`config.mk`:
```
export PLATFORM = sky130hd
export DESIGN_NAME = telnet_receive_option_negotiator_flat
export DESIGN_NICKNAME = d
export VERILOG_FILES = /design/src/rtl/tnr_pkg.sv /design/src/rtl/tnr_rx_if.sv /design/src/rtl/tnr_res_if.sv /design/src/rtl/tnr_cfg_if.sv /design/src/rtl/tnr_parser.sv /design/src/rtl/tnr_serializer.sv /design/src/rtl/telnet_receive_option_negotiator.sv /design/src/flat_wrapper.sv
export SDC_FILE = /design/constraint.sdc
export NUM_CORES = 1
export LEC_CHECK = 0
export BUFFER_PORTS_ARGS = -buffer_cell sky130_fd_sc_hd__clkbuf_2
export CAP_MARGIN = 25
export CORE_ASPECT_RATIO = 0.7
export CORE_MARGIN = 4
export CORE_UTILIZATION = 50
export DETAILED_ROUTE_END_ITERATION = 7
export HOLD_SLACK_MARGIN = 0.08
export PLACE_DENSITY = 0.73
export REMOVE_ABC_BUFFERS = 1
export SLEW_MARGIN = 10
export SYNTH_ARGS = -nofsm -noshare
export SYNTH_HDL_FRONTEND = slang
export SYNTH_SLANG_ARGS = --single-unit
```
`constraint.sdc`:
```
create_clock -name i_clk -period 18.9 [get_ports i_clk]
set_clock_uncertainty 0.05 [all_clocks]
set_input_delay 2.835 -clock i_clk [delete_from_list [all_inputs] [get_ports i_clk]]
set_output_delay 2.835 -clock i_clk [all_outputs]
set_load 0.005 [all_outputs]
```
`src/rtl/tnr_pkg.sv`:
```
// ----------------------------------------------------------------------------
// Telnet receive option negotiator: shared definitions
// Command and option codes, parser phases, reply descriptors and helpers.
// ----------------------------------------------------------------------------
package tnr_pkg;

    // Telnet command bytes
    localparam logic [7:0] C_IAC  = 8'd255;
    localparam logic [7:0] C_DONT = 8'd254;
    localparam logic [7:0] C_DO   = 8'd253;
    localparam logic [7:0] C_WONT = 8'd252;
    localparam logic [7:0] C_WILL = 8'd251;
    localparam logic [7:0] C_SB   = 8'd250;
    localparam logic [7:0] C_AYT  = 8'd246;
    localparam logic [7:0] C_SE   = 8'd240;

    // Option codes
    localparam logic [7:0] OPT_BINARY   = 8'd0;
    localparam logic [7:0] OPT_ECHO     = 8'd1;
    localparam logic [7:0] OPT_SGA      = 8'd3;
    localparam logic [7:0] OPT_TTYPE    = 8'd24;
    localparam logic [7:0] OPT_LINEMODE = 8'd34;

    // Subnegotiation codes
    localparam logic [7:0] SUB_SEND  = 8'd1;
    localparam logic [7:0] SUB_IS    = 8'd0;
    localparam logic [7:0] SUB_MODE  = 8'd1;

    // Bits of the mode flag word
    localparam int F_BIN_L  = 0;
    localparam int F_BIN_R  = 1;
    localparam int F_SGA_L  = 2;
    localparam int F_SGA_R  = 3;
    localparam int F_ECHO_R = 4;
    localparam int F_LM_ACT = 5;
    localparam int F_LM_EDT = 6;
    localparam int FLAGS_W  = 7;

    // LINEMODE MODE mask bits
    localparam int MB_EDIT = 0;
    localparam int MB_ACK  = 2;

    // Result destinations
    localparam logic [1:0] DEST_USER   = 2'd0;
    localparam logic [1:0] DEST_SERVER = 2'd1;
    localparam logic [1:0] DEST_NOTICE = 2'd2;
    localparam logic [1:0] DEST_NONE   = 2'd3;

    // Configuration registers
    localparam int              CFG_IDX_W         = 2;
    localparam logic [CFG_IDX_W-1:0] CFG_TERM_TYPE   = 2'd0;
    localparam logic [CFG_IDX_W-1:0] CFG_TYPE_LENGTH = 2'd1;
    localparam logic [31:0]     TERM_TYPE_RST     = 32'd1095652169;
    localparam logic [2:0]      TYPE_LENGTH_RST   = 3'd4;

    // The terminal type register holds four characters.
    localparam int TT_CHARS       = 4;
    localparam int TYPE_CHARS_DEF = 4;

    typedef enum logic [7:0] {
        PH_DATA   = 8'b0000_0001,
        PH_IAC    = 8'b0000_0010,
        PH_WILL   = 8'b0000_0100,
        PH_WONT   = 8'b0000_1000,
        PH_DO     = 8'b0001_0000,
        PH_DONT   = 8'b0010_0000,
        PH_SB     = 8'b0100_0000,
        PH_SB_IAC = 8'b1000_0000
    } t_phase;

    typedef enum logic [2:0] {
        K_DATA,
        K_NOTICE,
        K_REPLY,
        K_TTYPE,
        K_LMACK
    } t_kind;

    // One reply, expanded into result items by the serializer.
    typedef struct packed {
        t_kind      kind;
        logic [7:0] cmd;
        logic [7:0] arg;
        logic       line_mode;
        logic       bin_status;
    } t_desc;

    function automatic logic line_mode_of(input logic [FLAGS_W-1:0] flags);
        logic lm;
        if (flags[F_LM_ACT]) begin
            lm = flags[F_LM_EDT];
        end else if (flags[F_ECHO_R] && flags[F_SGA_R]) begin
            lm = 1'b0;
        end else begin
            lm = 1'b1;
        end
        return lm;
    endfunction

endpackage

```
`src/rtl/tnr_rx_if.sv`:
```
// ----------------------------------------------------------------------------
// Received byte channel
// Valid/ready stream carrying one byte from the server per transfer.
// ----------------------------------------------------------------------------
interface tnr_rx_if;
    logic       valid;
    logic       ready;
    logic [7:0] rx_byte;

    modport source (output valid, output rx_byte, input ready);
    modport sink   (input valid, input rx_byte, output ready);
endinterface

```
`src/rtl/tnr_res_if.sv`:
```
// ----------------------------------------------------------------------------
// Result channel
// Valid/ready stream carrying one result item per transfer.
// ----------------------------------------------------------------------------
interface tnr_res_if;
    logic       valid;
    logic       ready;
    logic [1:0] destination;
    logic [7:0] out_byte;
    logic       last;
    logic       line_mode;
    logic       bin_status;

    modport source (output valid, output destination, output out_byte, output last,
                    output line_mode, output bin_status, input ready);
    modport sink   (input valid, input destination, input out_byte, input last,
                    input line_mode, input bin_status, output ready);
endinterface

```
`src/rtl/tnr_cfg_if.sv`:
```
// ----------------------------------------------------------------------------
// Configuration write channel
// Valid/ready channel carrying a register index and write data.
// ----------------------------------------------------------------------------
interface tnr_cfg_if;
    logic                          valid;
    logic                          ready;
    logic [tnr_pkg::CFG_IDX_W-1:0] index;
    logic [31:0]                   data;

    modport source (output valid, output index, output data, input ready);
    modport sink   (input valid, input index, input data, output ready);
endinterface

```
`src/rtl/tnr_parser.sv`:
```
// ----------------------------------------------------------------------------
// IAC parser and option negotiation
// Input register, option table memory, parse state and reply decode.
// ----------------------------------------------------------------------------
module tnr_parser (
    input  logic           i_clk,
    input  logic           i_rst_n,
    input  logic           i_valid,
    input  logic [7:0]     i_byte,
    output logic           o_ready,
    output logic           o_desc_valid,
    output tnr_pkg::t_desc o_desc,
    input  logic           i_desc_ready
);
    import tnr_pkg::*;

    // Input register and option table read data
    logic       r_s1_valid;
    logic [7:0] r_s1_byte;
    logic [1:0] r_rd_bits;
    logic       r_rd_ok;

    // Option tables: bit 0 local, bit 1 remote
    logic [1:0]   r_opt_mem [256];
    logic [255:0] r_opt_vld;

    t_phase             r_phase, n_phase;
    logic [FLAGS_W-1:0] r_flags, n_flags;
    logic [1:0]         r_sub_count, n_sub_count;
    logic [7:0]         r_sub_option, n_sub_option;
    logic [7:0]         r_sub_code, n_sub_code;
    logic [7:0]         r_sub_mode, n_sub_mode;

    logic       accept;
    logic       s2_fire;
    logic       has_res;
    logic       do_store;
    logic       mem_we;
    logic       loc, rem;
    logic [1:0] n_opt_bits;
    logic [7:0] c;
    t_desc      desc;

    assign c       = r_s1_byte;
    assign accept  = i_valid && o_ready;
    assign s2_fire = r_s1_valid && (!has_res || i_desc_ready);
    assign o_ready = !r_s1_valid || s2_fire;

    assign o_desc_valid = r_s1_valid && has_res;
    assign o_desc       = desc;

    // Entries never written read as their reset value.
    assign loc = r_rd_ok ? r_rd_bits[0] : (c == OPT_BINARY || c == OPT_SGA);
    assign rem = r_rd_ok ? r_rd_bits[1] : 1'b0;

    always_ff @(posedge i_clk) begin
        if (!i_rst_n) begin
            r_s1_valid <= 1'b0;
        end else if (accept) begin
            r_s1_valid <= 1'b1;
        end else if (s2_fire) begin
            r_s1_valid <= 1'b0;
        end
    end

    // A negotiation byte is always preceded by two command bytes, so the read
    // for a later negotiation never overlaps the write of an earlier one.
    always_ff @(posedge i_clk) begin
        if (accept) begin
            r_s1_byte <= i_byte;
            r_rd_bits <= r_opt_mem[i_byte];
            r_rd_ok   <= r_opt_vld[i_byte];
        end
        if (mem_we && s2_fire) begin
            r_opt_mem[r_s1_byte] <= n_opt_bits;
        end
    end

    always_ff @(posedge i_clk) begin
        if (!i_rst_n) begin
            r_opt_vld <= '0;
        end else if (mem_we && s2_fire) begin
            r_opt_vld[r_s1_byte] <= 1'b1;
        end
    end

    always_ff @(posedge i_clk) begin
        if (!i_rst_n) begin
            r_phase      <= PH_DATA;
            r_flags      <= '0;
            r_sub_count  <= '0;
            r_sub_option <= '0;
            r_sub_code   <= '0;
            r_sub_mode   <= '0;
        end else if (s2_fire) begin
            r_phase      <= n_phase;
            r_flags      <= n_flags;
            r_sub_count  <= n_sub_count;
            r_sub_option <= n_sub_option;
            r_sub_code   <= n_sub_code;
            r_sub_mode   <= n_sub_mode;
        end
    end

    always_comb begin
        n_phase      = r_phase;
        n_flags      = r_flags;
        n_sub_count  = r_sub_count;
        n_sub_option = r_sub_option;
        n_sub_code   = r_sub_code;
        n_sub_mode   = r_sub_mode;
        n_opt_bits   = {rem, loc};
        has_res      = 1'b0;
        do_store     = 1'b0;
        mem_we       = 1'b0;
        desc.kind    = K_DATA;
        desc.cmd     = 8'd0;
        desc.arg     = c;

        unique case (r_phase)
            PH_DATA: begin
                if (c == C_IAC) begin
                    n_phase = PH_IAC;
                end else begin
                    has_res = 1'b1;
                end
            end
            PH_IAC: begin
                n_phase = PH_DATA;
                unique case (c)
                    C_IAC:  has_res = 1'b1;
                    C_WILL: n_phase = PH_WILL;
                    C_WONT: n_phase = PH_WONT;
                    C_DO:   n_phase = PH_DO;
                    C_DONT: n_phase = PH_DONT;
                    C_SB: begin
                        n_phase     = PH_SB;
                        n_sub_count = 2'd0;
                    end
                    C_AYT: begin
                        has_res   = 1'b1;
                        desc.kind = K_NOTICE;
                    end
                    default: ;
                endcase
            end
            PH_WILL: begin
                n_phase   = PH_DATA;
                desc.kind = K_REPLY;
                if (c == OPT_BINARY || c == OPT_SGA || c == OPT_ECHO) begin
                    if (!rem) begin
                        n_opt_bits[1] = 1'b1;
                        mem_we        = 1'b1;
                        has_res       = 1'b1;
                        desc.cmd      = C_DO;
                        unique case (c)
                            OPT_BINARY: n_flags[F_BIN_R]  = 1'b1;
                            OPT_SGA:    n_flags[F_SGA_R]  = 1'b1;
                            default:    n_flags[F_ECHO_R] = 1'b1;
                        endcase
                    end
                end else if (rem) begin
                    n_opt_bits[1] = 1'b0;
                    mem_we        = 1'b1;
                    has_res       = 1'b1;
                    desc.cmd      = C_DONT;
                end
            end
            PH_WONT: begin
                n_phase   = PH_DATA;
                desc.kind = K_REPLY;
                if (rem) begin
                    n_opt_bits[1] = 1'b0;
                    mem_we        = 1'b1;
                    has_res       = 1'b1;
                    desc.cmd      = C_DONT;
                    unique case (c)
                        OPT_BINARY:   n_flags[F_BIN_R]  = 1'b0;
                        OPT_SGA:      n_flags[F_SGA_R]  = 1'b0;
                        OPT_ECHO:     n_flags[F_ECHO_R] = 1'b0;
                        OPT_LINEMODE: n_flags[F_LM_ACT] = 1'b0;
                        default: ;
                    endcase
                end
            end
            PH_DO: begin
                n_phase   = PH_DATA;
                desc.kind = K_REPLY;
                if (c == OPT_BINARY || c == OPT_SGA || c == OPT_TTYPE
                        || c == OPT_LINEMODE) begin
                    if (!loc) begin
                        n_opt_bits[0] = 1'b1;
                        mem_we        = 1'b1;
                        has_res       = 1'b1;
                        desc.cmd      = C_WILL;
                        unique case (c)
                            OPT_BINARY:   n_flags[F_BIN_L]  = 1'b1;
                            OPT_SGA:      n_flags[F_SGA_L]  = 1'b1;
                            OPT_LINEMODE: n_flags[F_LM_ACT] = 1'b1;
                            default: ;
                        endcase
                    end
                end else if (loc) begin
                    n_opt_bits[0] = 1'b0;
                    mem_we        = 1'b1;
                    has_res       = 1'b1;
                    desc.cmd      = C_WONT;
                end
            end
            PH_DONT: begin
                n_phase   = PH_DATA;
                desc.kind = K_REPLY;
                if (loc) begin
                    n_opt_bits[0] = 1'b0;
                    mem_we        = 1'b1;
                    has_res       = 1'b1;
                    desc.cmd      = C_WONT;
                    unique case (c)
                        OPT_BINARY:   n_flags[F_BIN_L]  = 1'b0;
                        OPT_SGA:      n_flags[F_SGA_L]  = 1'b0;
                        OPT_LINEMODE: n_flags[F_LM_ACT] = 1'b0;
                        default: ;
                    endcase
                end
            end
            PH_SB: begin
                if (c == C_IAC) begin
                    n_phase = PH_SB_IAC;
                end else begin
                    do_store = 1'b1;
                end
            end
            PH_SB_IAC: begin
                if (c == C_SE) begin
                    n_phase     = PH_DATA;
                    n_sub_count = 2'd0;
                    if (r_sub_count != 2'd0 && r_sub_option == OPT_TTYPE) begin
                        if (r_sub_count >= 2'd2 && r_sub_code == SUB_SEND) begin
                            has_res   = 1'b1;
                            desc.kind = K_TTYPE;
                        end
                    end else if (r_sub_count != 2'd0 && r_sub_option == OPT_LINEMODE) begin
                        if (r_sub_count == 2'd3 && r_sub_code == SUB_MODE) begin
                            n_flags[F_LM_EDT] = r_sub_mode[MB_EDIT];
                            desc.arg          = r_sub_mode;
                            if (r_sub_mode[MB_ACK]) begin
                                has_res   = 1'b1;
                                desc.kind = K_LMACK;
                            end
                        end
                    end
                end else begin
                    do_store = 1'b1;
                    n_phase  = PH_SB;
                end
            end
            default: n_phase = PH_DATA;
        endcase

        // Only the first three subnegotiation bytes are kept.
        if (do_store) begin
            case (r_sub_count)
                2'd0:    n_sub_option = c;
                2'd1:    n_sub_code   = c;
                2'd2:    n_sub_mode   = c;
                default: ;
            endcase
            if (r_sub_count != 2'd3) begin
                n_sub_count = r_sub_count + 2'd1;
            end
        end

        desc.line_mode  = line_mode_of(n_flags);
        desc.bin_status = n_flags[F_BIN_L] | n_flags[F_BIN_R];
    end

endmodule

```
`src/rtl/tnr_serializer.sv`:
```
// ----------------------------------------------------------------------------
// Reply serializer
// Result register that expands one reply into result items, doubling IAC
// bytes in subnegotiation data.
// ----------------------------------------------------------------------------
module tnr_serializer #(
    parameter int TYPE_CHARS = tnr_pkg::TYPE_CHARS_DEF
) (
    input  logic           i_clk,
    input  logic           i_rst_n,
    input  logic           i_desc_valid,
    input  tnr_pkg::t_desc i_desc,
    output logic           o_desc_ready,
    input  logic [31:0]    i_term_type,
    input  logic [2:0]     i_type_length,
    output logic           o_valid,
    input  logic           i_ready,
    output logic [1:0]     o_destination,
    output logic [7:0]     o_byte,
    output logic           o_last,
    output logic           o_line_mode,
    output logic           o_bin_status
);
    import tnr_pkg::*;

    localparam int MAX_CHARS = (TYPE_CHARS < TT_CHARS) ? TYPE_CHARS : TT_CHARS;

    logic       r_valid;
    t_desc      r_desc;
    logic [3:0] r_pos;
    logic       r_dup;
    logic [2:0] r_nchars;

    logic       take;
    logic       esc;
    logic       dup_next;
    logic [3:0] len_m1;
    logic [3:0] char_end;
    logic [3:0] char_off;
    logic [2:0] load_n;

    assign take         = r_valid && i_ready;
    assign o_valid      = r_valid;
    assign o_desc_ready = !r_valid || (i_ready && o_last);

    // Mode status travels with the reply, as it stood after its byte.
    assign o_line_mode  = r_desc.line_mode;
    assign o_bin_status = r_desc.bin_status;

    assign load_n   = (i_type_length > 3'(MAX_CHARS)) ? 3'(MAX_CHARS) : i_type_length;
    assign char_end = 4'd4 + {1'b0, r_nchars};
    assign char_off = r_pos - 4'd4;

    always_comb begin
        o_destination = DEST_SERVER;
        o_byte        = C_IAC;
        esc           = 1'b0;
        len_m1        = 4'd0;
        case (r_desc.kind)
            K_DATA: begin
                o_destination = DEST_USER;
                o_byte        = r_desc.arg;
            end
            K_NOTICE: begin
                o_destination = DEST_NOTICE;
                o_byte        = 8'd0;
            end
            K_REPLY: begin
                len_m1 = 4'd2;
                case (r_pos)
                    4'd0:    o_byte = C_IAC;
                    4'd1:    o_byte = r_desc.cmd;
                    default: o_byte = r_desc.arg;
                endcase
            end
            K_TTYPE: begin
                len_m1 = char_end + 4'd1;
                if (r_pos == 4'd0) begin
                    o_byte = C_IAC;
                end else if (r_pos == 4'd1) begin
                    o_byte = C_SB;
                end else if (r_pos == 4'd2) begin
                    o_byte = OPT_TTYPE;
                end else if (r_pos == 4'd3) begin
                    o_byte = SUB_IS;
                end else if (r_pos < char_end) begin
                    esc = 1'b1;
                    case (char_off[1:0])
                        2'd0:    o_byte = i_term_type[31:24];
                        2'd1:    o_byte = i_term_type[23:16];
                        2'd2:    o_byte = i_term_type[15:8];
                        default: o_byte = i_term_type[7:0];
                    endcase
                end else if (r_pos == char_end) begin
                    o_byte = C_IAC;
                end else begin
                    o_byte = C_SE;
                end
            end
            K_LMACK: begin
                len_m1 = 4'd6;
                case (r_pos)
                    4'd0: o_byte = C_IAC;
                    4'd1: o_byte = C_SB;
                    4'd2: o_byte = OPT_LINEMODE;
                    4'd3: o_byte = SUB_MODE;
                    4'd4: begin
                        o_byte = r_desc.arg;
                        esc    = 1'b1;
                    end
                    4'd5:    o_byte = C_IAC;
                    default: o_byte = C_SE;
                endcase
            end
            default: o_destination = DEST_NONE;
        endcase
    end

    // A subnegotiation data byte of 255 goes out twice; the second copy keeps the position.
    assign dup_next = esc && (o_byte == C_IAC) && !r_dup;
    assign o_last   = (r_pos == len_m1) && !dup_next;

    always_ff @(posedge i_clk) begin
        if (!i_rst_n) begin
            r_valid <= 1'b0;
        end else if (i_desc_valid && o_desc_ready) begin
            r_valid <= 1'b1;
        end else if (take && o_last) begin
            r_valid <= 1'b0;
        end
    end

    always_ff @(posedge i_clk) begin
        if (i_desc_valid && o_desc_ready) begin
            r_desc   <= i_desc;
            r_pos    <= 4'd0;
            r_dup    <= 1'b0;
            r_nchars <= load_n;
        end else if (take && !o_last) begin
            if (dup_next) begin
                r_dup <= 1'b1;
            end else begin
                r_pos <= r_pos + 4'd1;
                r_dup <= 1'b0;
            end
        end
    end

endmodule

```
`src/rtl/telnet_receive_option_negotiator.sv`:
```
// ----------------------------------------------------------------------------
// Telnet receive option negotiator
// Parses received telnet bytes, answers option negotiation and
// subnegotiation, and delivers user data, server replies and notices.
//
//   Channel   Direction  Payload
//   i_rx      in         rx_byte
//   o_res     out        destination, out_byte, last, line_mode, bin_status
//   i_cfg     in         index, data (terminal type, type length)
//
// A byte is registered in the input register on transfer and decoded there;
// its reply is then loaded into the result register once that is free, and
// one item goes out per cycle while the receiver is ready. A new byte is
// taken every cycle while each byte gives at most one item and the receiver
// takes every item. A reply of n items (up to 14) holds the next byte that
// gives an item, and the input behind it, while it drains.
// Reset is synchronous; the option tables need no sweep.
// ----------------------------------------------------------------------------
module telnet_receive_option_negotiator #(
    parameter int TYPE_CHARS = tnr_pkg::TYPE_CHARS_DEF
) (
    input  logic      i_clk,
    input  logic      i_rst_n,
    tnr_rx_if.sink    i_rx,
    tnr_res_if.source o_res,
    tnr_cfg_if.sink   i_cfg
);
    import tnr_pkg::*;

    logic [31:0] r_term_type;
    logic [2:0]  r_type_length;

    logic  desc_valid;
    logic  desc_ready;
    t_desc desc;

    assign i_cfg.ready = 1'b1;

    always_ff @(posedge i_clk) begin
        if (!i_rst_n) begin
            r_term_type   <= TERM_TYPE_RST;
            r_type_length <= TYPE_LENGTH_RST;
        end else if (i_cfg.valid) begin
            unique case (i_cfg.index)
                CFG_TERM_TYPE:   r_term_type   <= i_cfg.data;
                CFG_TYPE_LENGTH: r_type_length <= i_cfg.data[2:0];
                default: ;
            endcase
        end
    end

    tnr_parser u_parser (
        .i_clk        (i_clk),
        .i_rst_n      (i_rst_n),
        .i_valid      (i_rx.valid),
        .i_byte       (i_rx.rx_byte),
        .o_ready      (i_rx.ready),
        .o_desc_valid (desc_valid),
        .o_desc       (desc),
        .i_desc_ready (desc_ready)
    );

    tnr_serializer #(
        .TYPE_CHARS (TYPE_CHARS)
    ) u_serializer (
        .i_clk         (i_clk),
        .i_rst_n       (i_rst_n),
        .i_desc_valid  (desc_valid),
        .i_desc        (desc),
        .o_desc_ready  (desc_ready),
        .i_term_type   (r_term_type),
        .i_type_length (r_type_length),
        .o_valid       (o_res.valid),
        .i_ready       (o_res.ready),
        .o_destination (o_res.destination),
        .o_byte        (o_res.out_byte),
        .o_last        (o_res.last),
        .o_line_mode   (o_res.line_mode),
        .o_bin_status  (o_res.bin_status)
    );

endmodule

```
`src/flat_wrapper.sv`:
```
// flat-port wrapper written by rule: the top's interface ports become plain ports
module telnet_receive_option_negotiator_flat import tnr_pkg::*;
#(
    parameter int TYPE_CHARS = tnr_pkg::TYPE_CHARS_DEF
)
  (i_clk, i_rst_n, i_rx_valid, i_rx_rx_byte, i_rx_ready, o_res_valid, o_res_destination, o_res_out_byte, o_res_last, o_res_line_mode, o_res_bin_status, o_res_ready, i_cfg_valid, i_cfg_index, i_cfg_data, i_cfg_ready);
  tnr_rx_if i_rx_i ();
  tnr_res_if o_res_i ();
  tnr_cfg_if i_cfg_i ();
  input  logic i_clk;
  input  logic i_rst_n;
  input wire logic [$bits(i_rx_i.valid)-1:0] i_rx_valid;
  input wire logic [$bits(i_rx_i.rx_byte)-1:0] i_rx_rx_byte;
  output wire logic [$bits(i_rx_i.ready)-1:0] i_rx_ready;
  output wire logic [$bits(o_res_i.valid)-1:0] o_res_valid;
  output wire logic [$bits(o_res_i.destination)-1:0] o_res_destination;
  output wire logic [$bits(o_res_i.out_byte)-1:0] o_res_out_byte;
  output wire logic [$bits(o_res_i.last)-1:0] o_res_last;
  output wire logic [$bits(o_res_i.line_mode)-1:0] o_res_line_mode;
  output wire logic [$bits(o_res_i.bin_status)-1:0] o_res_bin_status;
  input wire logic [$bits(o_res_i.ready)-1:0] o_res_ready;
  input wire logic [$bits(i_cfg_i.valid)-1:0] i_cfg_valid;
  input wire logic [$bits(i_cfg_i.index)-1:0] i_cfg_index;
  input wire logic [$bits(i_cfg_i.data)-1:0] i_cfg_data;
  output wire logic [$bits(i_cfg_i.ready)-1:0] i_cfg_ready;
  assign i_rx_i.valid = i_rx_valid;
  assign i_rx_i.rx_byte = i_rx_rx_byte;
  assign i_rx_ready = i_rx_i.ready;
  assign o_res_valid = o_res_i.valid;
  assign o_res_destination = o_res_i.destination;
  assign o_res_out_byte = o_res_i.out_byte;
  assign o_res_last = o_res_i.last;
  assign o_res_line_mode = o_res_i.line_mode;
  assign o_res_bin_status = o_res_i.bin_status;
  assign o_res_i.ready = o_res_ready;
  assign i_cfg_i.valid = i_cfg_valid;
  assign i_cfg_i.index = i_cfg_index;
  assign i_cfg_i.data = i_cfg_data;
  assign i_cfg_ready = i_cfg_i.ready;
  telnet_receive_option_negotiator #(.TYPE_CHARS(TYPE_CHARS)) u_core (.i_clk(i_clk), .i_rst_n(i_rst_n), .i_rx(i_rx_i), .o_res(o_res_i), .i_cfg(i_cfg_i));
endmodule
```
### Word-level counts from Yosys, hierarchy flattened

Memory sizes are Yosys's and may differ from the RTL's. A register that Yosys moved wholly into a read port is not among the register bits.
Cells that the tools add are included.

| storage, ports and cells | value |
|---|---|
| word-level logic and storage cells | 249 |
| output and inout port bits | 16 |
| bits in registers | 371 |
| input port bits | 47 |
| RAM bits | 512 |
| memories kept | 1 |

Memories:

| name | depth | bits a word | rd ports | clocked after Yosys merged registers in | wr ports | RTL line | source |
|---|---|---|---|---|---|---|---|
| u_core.u_parser.r_opt_mem | 256 | 2 | 1 | 1 | 1 | tnr_parser.sv:24 | `logic [1:0] r_opt_mem [256];` |

| operators by class | value |
|---|---|
| $add $sub $neg | 5 |
| multiplexer cells | 117 |
| eq/ne operators | 44 |
| magnitude comparators | 6 |
| bitwise logic cells | 3 |
| reductions and logical operators | 52 |

Operator list:

| kind | number |
|---|---|
| $or 256x256->256 | 1 |
| $mux 8 | 18 |
| $eq 8x8->1 const B | 10 |
| $pmux 8 s5 | 2 |
| $pmux 8 s4 | 2 |
| $mux 1 | 61 |
| $pmux 7 s5 | 1 |
| $eq 8x1->1 const B | 3 |
| $eq 8x5->1 const B | 3 |
| $eq 8x6->1 const B | 3 |
| $pmux 8 s3 | 1 |
| $logic_and 1x1->1 | 18 |
| $lt 8x9->1 const B | 2 |
| $mux 3 | 6 |
| $eq 8x2->1 const B | 2 |
| $pmux 8 s2 | 1 |
| $mux 2 | 7 |
| $pmux 1 s2 | 6 |
| $pmux 4 s3 | 1 |
| $reduce_and 3->1 | 4 |
| $pmux 3 s3 | 1 |
| $add 4x1->4 const B | 2 |
| $bmux 1 s8 | 1 |
| $demux 1 s8 | 1 |
| other kinds (40) | 70 |

### Logic depth before layout (Yosys ltp)

| depth | value |
|---|---|
| depth in word-level cells | 21 |
| mapped depth | 16 |
| mapped depth without buffers | 12 |

### Cells and area by module

Synthesis repeated with hierarchy kept, for this count alone.

| second synthesis, totals | value |
|---|---|
| cell total of the unflattened synthesis | 2728 |
| area total of the unflattened synthesis | 37223.2 um^2 |

Modules (own cells, without submodules):

| module | times used | area an instance (um^2) | sequential area each (um^2) | cells each |
|---|---|---|---|---|
| tnr_parser | 1 | 33387.0 | 21650.8 | 2305 |
| tnr_serializer | 1 | 2348.5 | 840.8 | 268 |
| telnet_receive_option_negotiator | 1 | 1487.7 | 700.7 | 155 |

### Worst setup path after synthesis

Ideal clock, no wire load.

| path | value |
|---|---|
| path type | reg2reg |
| from | register u_core.u_parser.r_s1_byte[4], in the netlist u_core.u_parser.c[4] |
| to | memory u_core.u_parser.r_opt_mem[0][0], data pin |
| required time | 16.663 ns |
| setup slack | 5.074 ns |
| library setup time | 2.187 ns |
| buffers on the path | 2 |
| clock period less this slack | 13.826 ns |
| arrival | 11.589 ns |
| stages on the path, launching flop included | 9 |
| cells stage by stage | edfxtp_1 buf_2 or4_1 clkbuf_1 nor2_1 a21oi_1 o21ai_0 a21oi_1 o21ai_0 |

| on the way | value |
|---|---|
| word-level cells in the longest chain between the ends | 6 |

Ends and longest elaborated chain:

| item | RTL line | source |
|---|---|---|
| start: declaration | tnr_parser.sv:19 | `logic [7:0] r_s1_byte;` |
| start signal: assignment | tnr_parser.sv:70 | `r_s1_byte <= i_byte;` |
| $eq 8x2->1 / $logic_not 8->1 (equally long branches) | tnr_parser.sv:53, tnr_parser.sv:189 |  |
| $logic_or 1x1->1 | tnr_parser.sv:53, tnr_parser.sv:189 |  |
| $logic_or 1x1->1 | tnr_parser.sv:189 | `if (c == OPT_BINARY \|\| c == OPT_SGA \|\| c == OPT_TTYPE` |
| $logic_or 1x1->1 | tnr_parser.sv:190 | `\|\| c == OPT_LINEMODE) begin` |
| $mux 1 | tnr_parser.sv:189 |  |
| $pmux 1 s2 (*) | tnr_parser.sv:120 | `unique case (r_phase)` |
| net u_core.u_parser.n_opt_bits[0] | tnr_parser.sv:40 | `logic [1:0] n_opt_bits;` |
| end: declaration | tnr_parser.sv:24 |  |

Mark *: on every way through the listed nets, which the timed path passes. The rest lies on a longest branch.

### Final worst setup path

| path | value |
|---|---|
| from | register u_core.u_serializer.r_pos[0] |
| to | output i_rx_ready |

| on the way | value |
|---|---|
| word-level cells in the longest chain between the ends | 19 |

Ends and longest elaborated chain:

| item | RTL line | source |
|---|---|---|
| start: declaration | tnr_serializer.sv:30 | `logic [3:0] r_pos;` |
| start signal: assignment | tnr_serializer.sv:143 | `r_pos <= r_pos + 4'd1;` |
| $sub 2x1->2 | tnr_serializer.sv:52 | `assign char_off = r_pos - 4'd4;` |
| $eq 2x2->1 (tied with other cells) | tnr_serializer.sv:88 | `case (char_off[1:0])` |
| $pmux 8 s3 | tnr_serializer.sv:88 |  |
| $mux 8 | tnr_serializer.sv:86 | `end else if (r_pos < char_end) begin` |
| $mux 8 | tnr_serializer.sv:84 | `end else if (r_pos == 4'd3) begin` |
| $mux 8 | tnr_serializer.sv:82 | `end else if (r_pos == 4'd2) begin` |
| $mux 8 | tnr_serializer.sv:80 | `end else if (r_pos == 4'd1) begin` |
| $mux 8 | tnr_serializer.sv:78 | `if (r_pos == 4'd0) begin` |
| [2 not listed] | -- |  |
| $logic_and 1x1->1 (2 in a row) | tnr_serializer.sv:120 | `assign dup_next = esc && (o_byte == C_IAC) && !r_dup;` |
| $logic_not 1->1 | tnr_serializer.sv:121 | `assign o_last = (r_pos == len_m1) && !dup_next;` |
| $logic_and 1x1->1 (*) | tnr_serializer.sv:121 |  |
| $logic_and 1x1->1 (*) | tnr_serializer.sv:44 | `assign o_desc_ready = !r_valid \|\| (i_ready && o_last);` |
| $logic_or 1x1->1 (*) | tnr_serializer.sv:44 |  |
| $logic_or 1x1->1 (*) | tnr_parser.sv:46 | `assign s2_fire = r_s1_valid && (!has_res \|\| i_desc_ready);` |
| $logic_and 1x1->1 (*) | tnr_parser.sv:46 |  |
| $logic_or 1x1->1 (*) | tnr_parser.sv:47 | `assign o_ready = !r_s1_valid \|\| s2_fire;` |
| end: declaration | flat_wrapper.sv:14 | `output wire logic [$bits(i_rx_i.ready)-1:0] i_rx_ready;` |

Every way passes the cells marked *; elsewhere a longest branch is shown, timed or not.

==> metrics.csv <==
metric;value;unit
outcome;completed;
CTS Root Buffer Type;clkbuf_16;
worst hold path type;reg -> reg;
Area Overhead vs Synth;10.3;%
Net Sw Frac;0.243;
Post-Syn Area;38700;um2
layout cells sized above 1;0.189;
worst skew pair latency;0.65;ns
FMAX;130;MHz
GRT Residual Overflow;0;
vias in the first global route;26400;
PortBufs;61;
Rows;85;
Syn Inst Count;2962;
dpl hpwl;61400;um
Arrival @ worst endpoint;4.79;ns
CTS tree;built;
H-tree depth;3;
die width;340;um
Chip Height;241;um
DR pass1 iterations;5;
Static Leak;13.5;nW
Starting Density;0.504;
slowest stage delay, CP;0.84;ns
Worst-Margin Slew;1.45;ns
critical path, cell by cell;inv_1, ha_1, nor2_1, nor2_2, a21oi_1, o2111ai_1, and4_1, nand3_1, a21oi_4, buf_4, nand2_1, clkbuf_2;
antenna violations before repair;3;
Final Hold Viols;0;
GP Congestion;0.860;
Clk pin slew, worst setup/hold paths;0.07;ns
syn avg cell area;13.1;um2
post-CTS setup buffers;0;
final WL;102000;um
Tmin final;7.68;ns
number of buffers created by CTS;82;
yosys warns;0;
count leader, synth;edfxtp_1;
worst hold start;u_core.u_parser.r_opt_vld[85]$_SDFFE_PN0P_;
Setup Total Neg Slack;0;ns
max_slew headroom;0.0330;
total of max-cap violations;0;
crit path launch;u_core.u_serializer.r_pos[0]$_SDFFE_PP0P_;
PostCTS Resize Cnt;0;
critical path class;reg -> out;
clock sinks;881;
IO Pins;63;
Synth top area share;0.421;
slowest library cell on the worst path;ha_1;
CP Launch Type;register;
Core Footprint;76800;um2
Crit path required time;16.02;ns
top cells by area, synth;edfxtp_1, dfxtp_1, mux4_2, nand2_1, o31ai_1;
max-slew violations;0;
initial DRC count;3304;
endpoints failing setup;0;
clock buffer depth;3;
final worst slack;11.22;ns
gr usage total;0.248;
Antenna Nets Post-Route;0;
#FFs+latches synth;881;
Layout Nets;2945;
Hold Slack;0.399;ns
largest net degree at the start of global routing;257;
Critical R2R Launch;u_core.u_parser.c[4]$_DFFE_PP_;
Max VDD drop;0.0747;mV
Die Area;82000;um2
Commonest cells post-synth;edfxtp_1, nand2_1, dfxtp_1;
Filler Cell Count;6125;
Primary FF master, synth;edfxtp_1;
EDFF count, synth;543;
Critical Path End Type;output pin;
part of the power in registers;0.499;
Place WS;11.36;ns
via count;26300;
Int Pwr;0.00316;W
Synth cell types;79;
RSZ-0062 raised after global routing;no;
combinational share of power;0.094;
Avg WL per Cell;25.7;um
first-pass GRT wire length;158000;um
Psw;0.00101;W
Clock power frac;0.407;
ys async rst share;0;
CP Max Fanout;41;
drt drc;0;
PwrDens;97.7;nW/um2
fin crit share;0.406;
register area share after synthesis;0.596;
DR vias/cell;6.60;
hold_buf cts;0;
cell taking the most area after synthesis;edfxtp_1;
kinds of logic after synthesis:
kind of cell / Yosys count / synth area share
buf+inv: 369 / 0.0395
fa+ha+maj: 18 / 0.00582
other cells: 1 / 0.0000969
simple gates: 901 / 0.110
compound gates: 478 / 0.0846
flops: 881 / 0.596
mux: 306 / 0.162
xor+xnor: 8 / 0.00181
final timing paths:
kind                                            endpoint  slack (ns)  cells past startpoint
min reg2reg   u_core.u_parser.r_opt_vld[85]$_SDFFE_PN0P_        0.40                      2
max                                           i_rx_ready       11.22                     12
max reg2reg  u_core.u_parser.r_opt_mem[153][1]$_DFFE_PP_       12.41                     13
min           u_core.u_parser.r_opt_vld[85]$_SDFFE_PN0P_        0.40                      2
worst max-delay path, delay by kind of cell (launching register included):
| kind | cells | cell delay [ns] |
|---|---|---|
| simple gates | 5 | 1.32 |
| compound gates | 3 | 0.78 |
| buf+inv | 3 | 0.79 |
| fa+ha+maj | 1 | 0.84 |
| flops | 1 | 0.39 |
power by group through the flow:
| stage | clock network, W | logic (W) | registers (W) |
|---|---|---|---|
| 3_5_place_dp | 0 | 0.000379 | 0.00212 |
| 5_1_grt | 0.00180 | 0.000419 | 0.00208 |
| 2_1_floorplan | 0 | 0.000213 | 0.00213 |
| 6_report | 0.00170 | 0.000391 | 0.00208 |
| 3_3_place_gp | 0 | 0.000373 | 0.00212 |
| 4_1_cts | 0.00172 | 0.000382 | 0.00208 |
sequential cells by signal, summed over array words and instances (netlist names), 2 cells and up:
signal                        cells
u_core.u_parser.r_sub_option      8
u_core.u_parser.r_flags           6
u_core.u_parser.r_sub_code        8
u_core.u_parser.r_sub_mode        8
u_core.u_parser.c                 8
u_core.u_serializer.r_nchars      3
u_core.r_term_type               32
u_core.u_serializer.r_desc       15
u_core.u_parser.r_opt_vld       256
u_core.u_parser.r_opt_mem       512
u_core.u_parser.r_sub_count       2
u_core.r_type_length              3
u_core.u_serializer.r_pos         4
u_core.u_parser.r_phase           8
u_core.u_parser.r_rd_bits         2
area by class of cell:
cell class                      count  area [um2]  area share
Inverter                           80         302     0.00707
Antenna cell                        1        2.50   0.0000587
Multi-Input combinational cell   1712       14200       0.333
Timing Repair Buffer              123        1010      0.0237
Tap cell                         1044        1310      0.0306
Clock buffer                      109        2320      0.0543
Sequential cell                   881       23100       0.541
Clock inverter                     43         442      0.0104
metal layers:
metal	vias to the layer above	share of wire	global-route usage	wire, um
met3	176	0.11	0.0576	11200
met2	1576	0.46	0.383	46800
met4	4	0.021	0.0674	2140
li1	11200	-	-	-
met1	13300	0.41	0.358	42200
met5	-	0.00026	0	27
layout by cell type, fill, tap and decap left out, types with 46 or more instances in the layout:
cell type,n
nand2_1,339
nor2_1,144
buf_4,46
mux4_2,255
o21ai_0,105
dfxtp_1,338
a32o_1,48
clkbuf_16,86
edfxtp_1,543
clkbuf_2,58
a21oi_1,94
nor4_1,118
inv_1,78
o31ai_1,133
nor3_1,164
stage by stage:
step                total power, W  instance area (um2)  utilization  std cells
floorplan                  0.00234                37500            -       2673
global placement           0.00249                39600        0.515       3824
detailed placement         0.00250                39700        0.517       3830
CTS                        0.00418                42400        0.553       3982
global route               0.00430                42700        0.556       3992
finish                     0.00417                42700        0.556       3993
Power figures use the tool's default switching activity.
